===== config.mk =====
export PLATFORM = sky130hd
export DESIGN_NAME = avl_packet_field_parser
export DESIGN_NICKNAME = d
export VERILOG_FILES = /design/src/hw/rtl/apfp_pkg.sv /design/src/hw/rtl/apfp_front.sv /design/src/hw/rtl/apfp_back.sv /design/src/hw/rtl/avl_packet_field_parser.sv
export SDC_FILE = /design/constraint.sdc
export NUM_CORES = 1
export LEC_CHECK = 0
export ABC_AREA = 0
export BUFFER_PORTS_ARGS = -buffer_cell sky130_fd_sc_hd__buf_2
export CELL_PAD_IN_SITES_DETAIL_PLACEMENT = 1
export CELL_PAD_IN_SITES_GLOBAL_PLACEMENT = 2
export CORE_ASPECT_RATIO = 0.5
export CORE_MARGIN = 2
export CORE_UTILIZATION = 39
export DETAILED_ROUTE_END_ITERATION = 8
export PLACE_DENSITY_LB_ADDON = 0.1
export SLEW_MARGIN = 0
export SYNTH_ARGS = -nofsm -noshare
export SYNTH_HDL_FRONTEND = slang
export SYNTH_SLANG_ARGS = --single-unit

===== constraint.sdc =====
create_clock -name clk -period 7.2 [get_ports clk]
set_clock_uncertainty 0.2 [all_clocks]
set_input_delay 0.72 -clock clk [delete_from_list [all_inputs] [get_ports clk]]
set_output_delay 0.72 -clock clk [all_outputs]
set_load 0.1 [all_outputs]

===== src/hw/rtl/apfp_pkg.sv =====
// Shared word types, field codes and field length table for the AVL packet field parser.
package apfp_pkg;

    localparam int unsigned CODE_W  = 5;
    localparam int unsigned INDEX_W = 4;

    // Field codes in packet order; PHASE_IDLE marks no packet in progress
    localparam logic [CODE_W-1:0] F_PREAMBLE    = 5'd0;
    localparam logic [CODE_W-1:0] F_LENGTH      = 5'd1;
    localparam logic [CODE_W-1:0] F_CODEC       = 5'd2;
    localparam logic [CODE_W-1:0] F_REC_COUNT1  = 5'd3;
    localparam logic [CODE_W-1:0] F_TIMESTAMP   = 5'd4;
    localparam logic [CODE_W-1:0] F_PRIORITY    = 5'd5;
    localparam logic [CODE_W-1:0] F_LONGITUDE   = 5'd6;
    localparam logic [CODE_W-1:0] F_LATITUDE    = 5'd7;
    localparam logic [CODE_W-1:0] F_ALTITUDE    = 5'd8;
    localparam logic [CODE_W-1:0] F_ANGLE       = 5'd9;
    localparam logic [CODE_W-1:0] F_SATELLITES  = 5'd10;
    localparam logic [CODE_W-1:0] F_SPEED       = 5'd11;
    localparam logic [CODE_W-1:0] F_EVENT_IO_ID = 5'd12;
    localparam logic [CODE_W-1:0] F_TOTAL_IO    = 5'd13;
    localparam logic [CODE_W-1:0] F_IO1_COUNT   = 5'd14;
    localparam logic [CODE_W-1:0] F_IO1_ENTRY   = 5'd15;
    localparam logic [CODE_W-1:0] F_IO2_COUNT   = 5'd16;
    localparam logic [CODE_W-1:0] F_IO2_ENTRY   = 5'd17;
    localparam logic [CODE_W-1:0] F_IO4_COUNT   = 5'd18;
    localparam logic [CODE_W-1:0] F_IO4_ENTRY   = 5'd19;
    localparam logic [CODE_W-1:0] F_IO8_COUNT   = 5'd20;
    localparam logic [CODE_W-1:0] F_IO8_ENTRY   = 5'd21;
    localparam logic [CODE_W-1:0] F_REC_COUNT2  = 5'd22;
    localparam logic [CODE_W-1:0] F_CRC         = 5'd23;
    localparam logic [CODE_W-1:0] PHASE_IDLE    = 5'd24;

    // One raw byte of the packet
    typedef struct packed {
        logic [7:0] data_byte;
        logic       packet_start;
    } in_word_t;

    // One completed field
    typedef struct packed {
        logic [CODE_W-1:0] field_code;
        logic [7:0]        io_id;
        logic [63:0]       field_value;
        logic              packet_end;
    } out_word_t;

    // Bytes per field, id byte included for IO entries
    function automatic logic [INDEX_W-1:0] field_len(input logic [CODE_W-1:0] code);
        logic [INDEX_W-1:0] len;
        begin
            unique case (code)
                F_PREAMBLE, F_LENGTH, F_LONGITUDE, F_LATITUDE,
                F_CRC:                                  len = 4'd4;
                F_TIMESTAMP:                            len = 4'd8;
                F_ALTITUDE, F_ANGLE, F_SPEED,
                F_IO1_ENTRY:                            len = 4'd2;
                F_IO2_ENTRY:                            len = 4'd3;
                F_IO4_ENTRY:                            len = 4'd5;
                F_IO8_ENTRY:                            len = 4'd9;
                F_CODEC, F_REC_COUNT1, F_PRIORITY, F_SATELLITES,
                F_EVENT_IO_ID, F_TOTAL_IO, F_IO1_COUNT, F_IO2_COUNT,
                F_IO4_COUNT, F_IO8_COUNT, F_REC_COUNT2: len = 4'd1;
                default:                                len = 4'd0;
            endcase
            return len;
        end
    endfunction

endpackage


===== src/hw/rtl/apfp_front.sv =====
// Front end: accepts raw byte words and holds them in a short queue for the parser.
module apfp_front #(
    parameter int unsigned DEPTH = 2
) (
    input  logic              clk,
    input  logic              rst_n,
    input  logic              byte_valid,
    output logic              byte_stall,
    input  apfp_pkg::in_word_t byte_word,
    output logic              q_valid,
    output apfp_pkg::in_word_t q_word,
    input  logic              q_pop
);
    import apfp_pkg::*;

    localparam int unsigned PTR_W = (DEPTH > 1) ? $clog2(DEPTH) : 1;
    localparam int unsigned CNT_W = $clog2(DEPTH + 1);
    localparam logic [PTR_W-1:0] LAST_PTR = PTR_W'(DEPTH - 1);
    localparam logic [CNT_W-1:0] FULL_CNT = CNT_W'(DEPTH);

    in_word_t           slot_reg [DEPTH];
    logic [PTR_W-1:0]   wr_ptr_reg, wr_ptr_next;
    logic [PTR_W-1:0]   rd_ptr_reg, rd_ptr_next;
    logic [CNT_W-1:0]   count_reg,  count_next;
    logic               push;

    // Stall only on a full queue
    assign byte_stall = (count_reg == FULL_CNT);
    assign push       = byte_valid && !byte_stall;
    assign q_valid    = (count_reg != '0);
    assign q_word     = slot_reg[rd_ptr_reg];

    // Advance pointers and fill count
    always_comb
    begin
        wr_ptr_next = wr_ptr_reg;
        rd_ptr_next = rd_ptr_reg;
        count_next  = count_reg;
        if (push)
        begin
            wr_ptr_next = (wr_ptr_reg == LAST_PTR) ? '0 : wr_ptr_reg + 1'b1;
        end
        if (q_pop)
        begin
            rd_ptr_next = (rd_ptr_reg == LAST_PTR) ? '0 : rd_ptr_reg + 1'b1;
        end
        if (push && !q_pop)
        begin
            count_next = count_reg + 1'b1;
        end
        else if (!push && q_pop)
        begin
            count_next = count_reg - 1'b1;
        end
    end

    always_ff @(posedge clk or negedge rst_n)
    begin
        if (!rst_n)
        begin
            wr_ptr_reg <= '0;
            rd_ptr_reg <= '0;
            count_reg  <= '0;
        end
        else
        begin
            wr_ptr_reg <= wr_ptr_next;
            rd_ptr_reg <= rd_ptr_next;
            count_reg  <= count_next;
        end
    end

    // Write the accepted word into its slot
    always_ff @(posedge clk)
    begin
        if (push)
        begin
            slot_reg[wr_ptr_reg] <= byte_word;
        end
    end

    a_count_bound: assert property (@(posedge clk) disable iff (!rst_n)
        count_reg <= FULL_CNT)
        else $error("queue count beyond depth");

    a_pop_nonempty: assert property (@(posedge clk) disable iff (!rst_n)
        q_pop |-> (count_reg != '0))
        else $error("pop from empty queue");

    a_push_counts: assert property (@(posedge clk) disable iff (!rst_n)
        (push && !q_pop) |=> (count_reg == $past(count_reg) + 1'b1))
        else $error("push without count increase");

endmodule


===== src/hw/rtl/apfp_back.sv =====
// Back end: parses queued bytes into fields and holds each result in an output register.
module apfp_back (
    input  logic               clk,
    input  logic               rst_n,
    input  logic               q_valid,
    input  apfp_pkg::in_word_t q_word,
    output logic               q_pop,
    output logic               field_valid,
    input  logic               field_stall,
    output apfp_pkg::out_word_t field_word
);
    import apfp_pkg::*;

    logic [CODE_W-1:0]  phase_reg,   phase_next;
    logic [INDEX_W-1:0] index_reg,   index_next;
    logic [63:0]        acc_reg,     acc_next;
    logic [7:0]         io_id_reg,   io_id_next;
    logic [7:0]         left_reg,    left_next;
    logic               valid_reg;
    out_word_t          word_reg;

    logic [CODE_W-1:0]  cur_phase;
    logic [CODE_W-1:0]  follow;
    logic               emit;
    out_word_t          result;

    function automatic logic is_entry(input logic [CODE_W-1:0] code);
        return (code == F_IO1_ENTRY) || (code == F_IO2_ENTRY) ||
               (code == F_IO4_ENTRY) || (code == F_IO8_ENTRY);
    endfunction

    function automatic logic is_group_count(input logic [CODE_W-1:0] code);
        return (code == F_IO1_COUNT) || (code == F_IO2_COUNT) ||
               (code == F_IO4_COUNT) || (code == F_IO8_COUNT);
    endfunction

    // Take a word whenever the output slot is free or being emptied
    assign q_pop       = q_valid && (!valid_reg || !field_stall);
    assign field_valid = valid_reg;
    assign field_word  = word_reg;

    // Assemble the current field and pick the next one
    always_comb
    begin
        phase_next = phase_reg;
        index_next = index_reg;
        acc_next   = acc_reg;
        io_id_next = io_id_reg;
        left_next  = left_reg;
        follow     = '0;
        emit       = 1'b0;
        result     = '0;
        if (q_word.packet_start)
        begin
            phase_next = F_PREAMBLE;
            index_next = '0;
            acc_next   = '0;
            io_id_next = '0;
            left_next  = '0;
        end
        cur_phase = phase_next;
        if (cur_phase < PHASE_IDLE)
        begin
            if (is_entry(cur_phase) && (index_next == '0))
            begin
                io_id_next = q_word.data_byte;
            end
            else
            begin
                acc_next = {acc_next[55:0], q_word.data_byte};
            end
            index_next = index_next + 1'b1;
            if (index_next >= field_len(cur_phase))
            begin
                emit               = 1'b1;
                result.field_code  = cur_phase;
                result.io_id       = is_entry(cur_phase) ? io_id_next : 8'd0;
                result.field_value = acc_next;
                result.packet_end  = (cur_phase == F_CRC);
                follow = cur_phase + 1'b1;
                if (is_group_count(cur_phase))
                begin
                    left_next = acc_next[7:0];
                    if (acc_next[7:0] == 8'd0)
                    begin
                        follow = cur_phase + 5'd2;
                    end
                end
                else if (is_entry(cur_phase))
                begin
                    left_next = left_next - 1'b1;
                    if (left_next != 8'd0)
                    begin
                        follow = cur_phase;
                    end
                end
                phase_next = follow;
                index_next = '0;
                acc_next   = '0;
                if (!is_entry(follow))
                begin
                    io_id_next = '0;
                end
            end
        end
    end

    // Update parse state on each taken word
    always_ff @(posedge clk or negedge rst_n)
    begin
        if (!rst_n)
        begin
            phase_reg <= PHASE_IDLE;
            index_reg <= '0;
            acc_reg   <= '0;
            io_id_reg <= '0;
            left_reg  <= '0;
            valid_reg <= 1'b0;
        end
        else
        begin
            if (q_pop)
            begin
                phase_reg <= phase_next;
                index_reg <= index_next;
                acc_reg   <= acc_next;
                io_id_reg <= io_id_next;
                left_reg  <= left_next;
            end
            if (q_pop && emit)
            begin
                valid_reg <= 1'b1;
            end
            else if (!field_stall)
            begin
                valid_reg <= 1'b0;
            end
        end
    end

    // Load the output register with each finished field
    always_ff @(posedge clk)
    begin
        if (q_pop && emit)
        begin
            word_reg <= result;
        end
    end

    a_phase_range: assert property (@(posedge clk) disable iff (!rst_n)
        phase_reg <= PHASE_IDLE)
        else $error("parse phase out of range");

    a_end_on_crc: assert property (@(posedge clk) disable iff (!rst_n)
        (valid_reg && word_reg.packet_end) |-> (word_reg.field_code == F_CRC))
        else $error("packet end on a field other than crc");

    a_index_range: assert property (@(posedge clk) disable iff (!rst_n)
        index_reg < 4'd9)
        else $error("byte index beyond longest field");

endmodule


===== src/hw/rtl/avl_packet_field_parser.sv =====
// Top level of the AVL packet field parser: byte queue in front, field parser behind.
//
// Takes one raw packet byte per cycle and emits one word per completed field
// (code, IO id, big-endian value, end flag). A byte is taken in every cycle while
// the byte queue has room; the parser consumes one queued byte per cycle while its
// output register is free or being emptied, updating its field state as it takes
// each byte, so the sustained rate is one byte per cycle when the output does not
// stall. A field passes through a queue slot, then the parser's output register.
// A stalled output holds its word and lets the queue (QUEUE_DEPTH words) absorb
// further bytes before the byte side stalls. Bytes outside a packet are dropped.
module avl_packet_field_parser #(
    parameter int unsigned QUEUE_DEPTH = 2
) (
    input  logic                clk,
    input  logic                rst_n,
    input  logic                byte_valid,
    output logic                byte_stall,
    input  apfp_pkg::in_word_t  byte_word,
    output logic                field_valid,
    input  logic                field_stall,
    output apfp_pkg::out_word_t field_word
);
    import apfp_pkg::*;

    logic     q_valid;
    logic     q_pop;
    in_word_t q_word;

    apfp_front #(
        .DEPTH (QUEUE_DEPTH)
    ) u_front (
        .clk        (clk),
        .rst_n      (rst_n),
        .byte_valid (byte_valid),
        .byte_stall (byte_stall),
        .byte_word  (byte_word),
        .q_valid    (q_valid),
        .q_word     (q_word),
        .q_pop      (q_pop)
    );

    apfp_back u_back (
        .clk         (clk),
        .rst_n       (rst_n),
        .q_valid     (q_valid),
        .q_word      (q_word),
        .q_pop       (q_pop),
        .field_valid (field_valid),
        .field_stall (field_stall),
        .field_word  (field_word)
    );

endmodule

; ---- After elaboration in Yosys (flattened, before gate mapping)
; Memories as Yosys holds them, arrays and structs flattened.
; Cells that the tools add are included.
[classes]
add_sub_neg = 8
n_mux = 38
eq_ne = 15
reduce_logical = 28
magnitude_cmp = 2
[op_table]
columns = operator, n
row1 = $mux 64, 5
row2 = $mux 8, 10
row3 = $eq 5x5->1 const B, 10
row4 = $mux 5, 9
row5 = $mux 4, 4
row6 = $eq 5x4->1 const B, 3
row7 = $logic_or 1x1->1, 10
row8 = $logic_not 8->1, 1
row9 = $mux 1, 8
row10 = $reduce_bool 8->1, 1
row11 = $sub 8x1->8 const B, 1
row12 = $logic_and 1x1->1, 6
row13 = $add 5x1->5 const B, 1
row14 = $add 5x2->5 const B, 1
row15 = $logic_not 1->1, 5
row16 = $lt 5x5->1 const B, 1
row17 = $add 4x1->4 const B, 1
row18 = $ge 4x4->1, 1
row19 = $logic_not 4->1, 1
row20 = $mux 2, 2
row21 = $reduce_bool 2->1, 2
row22 = $reduce_and 3->1, 1
row23 = $add 1x1->1 const B, 2
row24 = $add 2x1->2 const B, 1
row25 = other kinds (4), 4
[word_totals]
mem_bits_ro = 128
n_memories = 2
reg_bits = 172
ramBits = 18
[mem_list]
columns = name, words, word_bits, rd, rd_ports_with_merged_regs, wr, line
row1 = (name not given), 32, 4, 1, 0, 0, apfp_pkg.sv:52  ; unique case (code)
row2 = u_front.slot_reg, 2, 9, 1, 0, 1, apfp_front.sv:21  ; in_word_t slot_reg [DEPTH];

; ---- Longest topological paths before layout
; An unclocked memory read counts as a cell.
[depth]
depth_word = 21
mapped_depth = 20
depth_no_buf = 19

; ---- Hierarchy
; From an unflattened synthesis, not the netlist that was laid out.
[hier_totals]
hier_cells = 791
area_unflattened_um2 = 8790.9
[by_module_without_submodules]
columns = module, n_inst, cells_per_inst, area_each_um2, seq_area_each_um2
row1 = apfp_back, 1, 744, 7896.3, 4596.9
row2 = apfp_front, 1, 47, 894.6, 640.6

; ---- Least setup slack after synthesis
; Ideal clock, no wire load.
[synth_timing]
kind = register -> register
from = reg u_front.rd_ptr_reg
to = reg u_back.word_reg (netlist bit u_back.field_word[0]) (enable)
setup_time_ns = 0.434
n_path_buf = 4
period_less_slack_ns = 5.231
arrival_time_ns = 4.596
setup_slack_ns = 1.969
stages_incl_launch_ff = 14
path_cell_list = dfrtp_1 mux2i_2 clkbuf_1 clkbuf_1 clkbuf_1 nand2_1 ha_1 ha_1 a21o_1 a21o_1 a21o_1 clkbuf_1 nand2_1 inv_1
[synth_via]
elab_chain_len = 8
elab_cells_between_ends = 11
[synth_rtl]
columns = item, line
row1 = "start, declared", apfp_front.sv:23  ; logic [PTR_W-1:0] rd_ptr_reg, rd_ptr_next;
row2 = "start signal, assigned", apfp_front.sv:68  ; rd_ptr_reg <= rd_ptr_next;
row3 = $mem_v2 2x9 (*), --
row4 = $mux 5, apfp_back.sv:53  ; if (q_word.packet_start)
row5 = $mem_v2 32x4, --
row6 = $mux 4, apfp_back.sv:62  ; if (cur_phase < PHASE_IDLE)
row7 = $ge 4x4->1, apfp_back.sv:73  ; if (index_next >= field_len(cur_phase))
row8 = $mux 1, apfp_back.sv:73
row9 = $mux 1 (*), apfp_back.sv:62
row10 = $logic_and 1x1->1 (*), apfp_back.sv:144  ; if (q_pop && emit)
row11 = "end signal, assigned", apfp_back.sv:146  ; word_reg <= result;
row12 = "end, declared", apfp_back.sv:20  ; out_word_t word_reg;
; Mark *: on every way between the ends. The rest lies on a longest branch, timed or not. The select of a mux whose other input is x is not followed.
; A chain may end at the register's enable or synchronous reset.

; ---- Worst setup path after layout
[layout_timing]
from = reg u_front.rd_ptr_reg
to = reg u_back.word_reg (netlist bit u_back.field_word[31]) (enable)
[layout_via]
elab_chain_len = 8
elab_cells_between_ends = 11
[layout_rtl]
columns = item, line
row1 = $mem_v2 2x9 (*), --
row2 = $mux 5 (*), apfp_back.sv:53
row3 = net u_back.cur_phase[0], apfp_back.sv:22  ; logic [CODE_W-1:0] cur_phase;
row4 = $mem_v2 32x4, --
row5 = $mux 4, apfp_back.sv:62
row6 = $ge 4x4->1, apfp_back.sv:73
row7 = $mux 1, apfp_back.sv:73
row8 = $mux 1 (*), apfp_back.sv:62
row9 = $logic_and 1x1->1 (*), apfp_back.sv:144
; The timed path passes the listed nets; every way through them passes the cells marked *. The select of a mux whose other input is x is not followed.

==> out/metrics.cfg <==
[run_status]
status = finished clean

[global_route]
grt_pass1_vias = 6806
grt_pass1_wl_um = 38800
grt_max_degree = 73
grt-ovfl-total = 0
antenna_found_initial = 0
grt_use_total_pct = 21.4

[layout]
areaGrowthSynthToFinish_pct = 14.9
ff_latch_area_mm2 = 0.00524
multiInputGateArea_mm2 = 0.00331
largest_reg_flops = 78
nNetsFinal = 906
final_area_mm2 = 0.0101
postLayoutCoreUtil_pct = 46.1
fillers = 2415
layout-drive-gt1-share_pct = 17.4
diodes = 0

[die]
rows = 38
die_h_um = 110
core_area_mm2 = 0.0219
ios = 93
start_util_pct = 40.1
die_w_um = 216
dieArea_mm2 = 0.0238

[clocking]
insertion_delay_ns = 0.45
htreeDepth = 4
postCtsSetupBuffers = 0
cts_sinks = 190
cts_tree = built
cts_hold_buf = 0
cts.repair.resized = 0
path_clk_slew_ns = 0.07
cts_root_buffer = clkbuf_16
cts-buffers-inserted = 17
cts_buffer_depth = 2

[sta]
finalMaxSlewViolations = 0
timing.fmax_ghz = 0.171
min_period_over_period_pct = 81.4
setup_viol = 0
timing.setup.tns_ns = 0
finalCriticalPeriod_ns = 5.86
hold_ws_ns = 0.0248
relSlewSlack_pct = 35.7
worst_slack_ns = 1.34
finalHoldViolCount = 0
rsz0062_at_grt = no
worst_pin_slew_ns = 0.955

[placement]
place_congestion = 0.856
hpwl_um = 16000
pre_cts_ws_ns = 1.30
postPlaceCellArea_mm2 = 0.00950
numPortBuffers = 92

[drt]
routed_wirelength_um = 24500
via_count = 6646
drt-pass1-iter-count = 5
viasPerCell = 5.58
wire_per_inst_um = 20.5
antenna_left = 0
drtIter0Drc = 540
drc = 0

[yosys]
synth_area_mm2 = 0.00878
synth_nets = 838
ys_seq_area_share_pct = 59.7
synth_edf_count = 96
syn_avg_cell_area_um2 = 10.8
async_reset_ff_share_pct = 49.5
synth_ff_type = edfxtp_1
synthTopCellsByArea = edfxtp_1 33%, dfrtp_1 26%, nand2_1 7.4%
yosysWarningCount = 0
netlist_instances = 810
synth.distinct_cells = 69
synth_top_area_share_pct = 32.8
yosysTopAreaCell = edfxtp_1
ys_ff_latch = 190

[power]
p_leak_nw = 4.04
internal_power_mw = 2.27
netSwitchingFraction_pct = 48.2
p_seq_share_pct = 37.5
power_frac_clock_pct = 21.8
switchingPower_mw = 2.11
peakVddDrop_mv = 0.189
power_frac_comb_pct = 40.7
power_density_mw_per_mm2 = 434

[worst_setup_path]
cp_max_fo = 44
slowest_stage = dfrtp_1
max_stage_delay_ns = 0.72
critPathKind = reg2reg
crit_chain = mux2i_2 -> nand2_1 -> inv_1 -> ha_1 -> nor3b_1 -> nor3_1 -> a21oi_1 -> nor2_1 -> ha_1 -> nand2b_1 -> a21o_1 -> a21o_1 -> a21o_1 -> nand2_1 -> clkinv_2 -> buf_4
cp-end-kind = flop
worst_path_most_repeated_cell = a21o_1
worstSetupStartpointType = flop
arrival_ns = 5.79
required_ns = 7.13

[flow_run]
maxCapViolations = 0

[worst_hold_path]
hold_class = in2async

-- cells by family (layout without fill, tap and decap cells) --
kind of cell	Yosys count	count (layout)	share of synthesized area [%]
buffers and inverters	63	144	2.88
AO/OA/AOI/OAI	239	239	18.5
flip-flops	190	190	59.7
multiplexers	14	14	1.87
AND/OR/NAND/NOR	277	277	13.8
adder cells (fa/ha/maj)	15	15	2.14
XOR/XNOR	12	12	1.20
-- cell usage after synthesis, drive strengths merged (4+ instances only) --
library cell / instances
a21oi: 83
and2: 4
o31ai: 11
dfrtp: 92
nand3: 12
xnor2: 8
nor3: 6
clkbuf: 35
o211ai: 11
xor2: 4
ha: 15
o21ai: 36
inv: 12
buf: 16
nor3b: 4
a21o: 5
a22oi: 5
a22o: 57
and3: 5
mux2i: 11
or4: 4
a31oi: 7
nand2: 173
nor2: 49
edfxtp: 96
-- metrics by stage --
| step | power, mW | cells |
|---|---|---|
| floorplan | 3.02 | 810 |
| global placement | 3.42 | 1159 |
| detailed placement | 3.46 | 1159 |
| CTS | 4.42 | 1191 |
| global route | 4.59 | 1191 |
| finish | 4.38 | 1191 |
-- path summary, 6_finish.rpt --
path | from | endpoint | slack [ns] | cells past startpoint
setup / recovery | u_front.rd_ptr_reg | u_back.field_word[31] | 1.34 | 16
hold / removal | rst_n | u_back.phase_reg[0] | 0.02 | 1
setup reg to reg | u_front.rd_ptr_reg | u_back.field_word[31] | 1.34 | 16
hold reg to reg | u_front.count_reg[1] | u_front.count_reg[1] | 0.30 | 1
max in group asynchronous | rst_n | u_back.acc_reg[35] | 5.53 | 2
min in group clk | byte_word[4] | u_front.slot_reg[0][4] | 0.27 | 1
-- power by group through the flow --
stage | Clock (mW) | Combinational [mW] | Sequential (mW)
global placement | 0 | 1.78 | 1.65
CTS | 0.974 | 1.80 | 1.64
floorplan | 0 | 0.666 | 2.35
global route | 1.02 | 1.89 | 1.67
detailed placement | 0 | 1.79 | 1.66
finish | 0.954 | 1.78 | 1.64
-- per-layer routing --
layer,wire length [um],up-vias,share of wire [%],track usage (%)
li1,-,3085,-,-
met1,11900,3431,49,29.8
met2,11400,103,47,33.9
met3,855,27,3.5,4.44
met4,345,0,1.4,6.60
met5,0,-,0,0
-- critical path: cells and delay by family (launching register included) --
kind / cells / cell delay (ns)
and+or+nand+nor: 6 / 1.13
adders and majority gates: 2 / 0.54
DFF: 1 / 0.72
buffers and inverters: 3 / 1.51
muxes: 1 / 0.65
AOI/OAI and AO/OA: 4 / 0.73
-- area by class of cell --
type	instances	share of cell area [%]
clock buffers	22	4.82
flip-flops and latches	190	51.9
multi-input cells	557	32.9
clock inverters	10	0.993
well taps	300	3.72
repair buffers	100	5.19
inverters	12	0.459
-- cell usage in the layout, fill, tap and decap left out, types with 4 or more instances in the layout --
master,count
clkinv_2,4
ha_1,15
nand2_1,172
a22o_1,57
o31ai_1,11
mux2i_1,9
buf_4,9
o211ai_1,10
o21ai_0,33
xnor2_1,8
nor3_1,6
buf_2,91
a22oi_1,4
a21o_1,5
nand3_1,11
a21oi_1,82
a31oi_1,7
nor2_1,47
edfxtp_1,96
dfrtp_1,92
clkbuf_16,18
xor2_1,4
inv_1,11
and3_1,5
(Power assumes the default switching activity.)
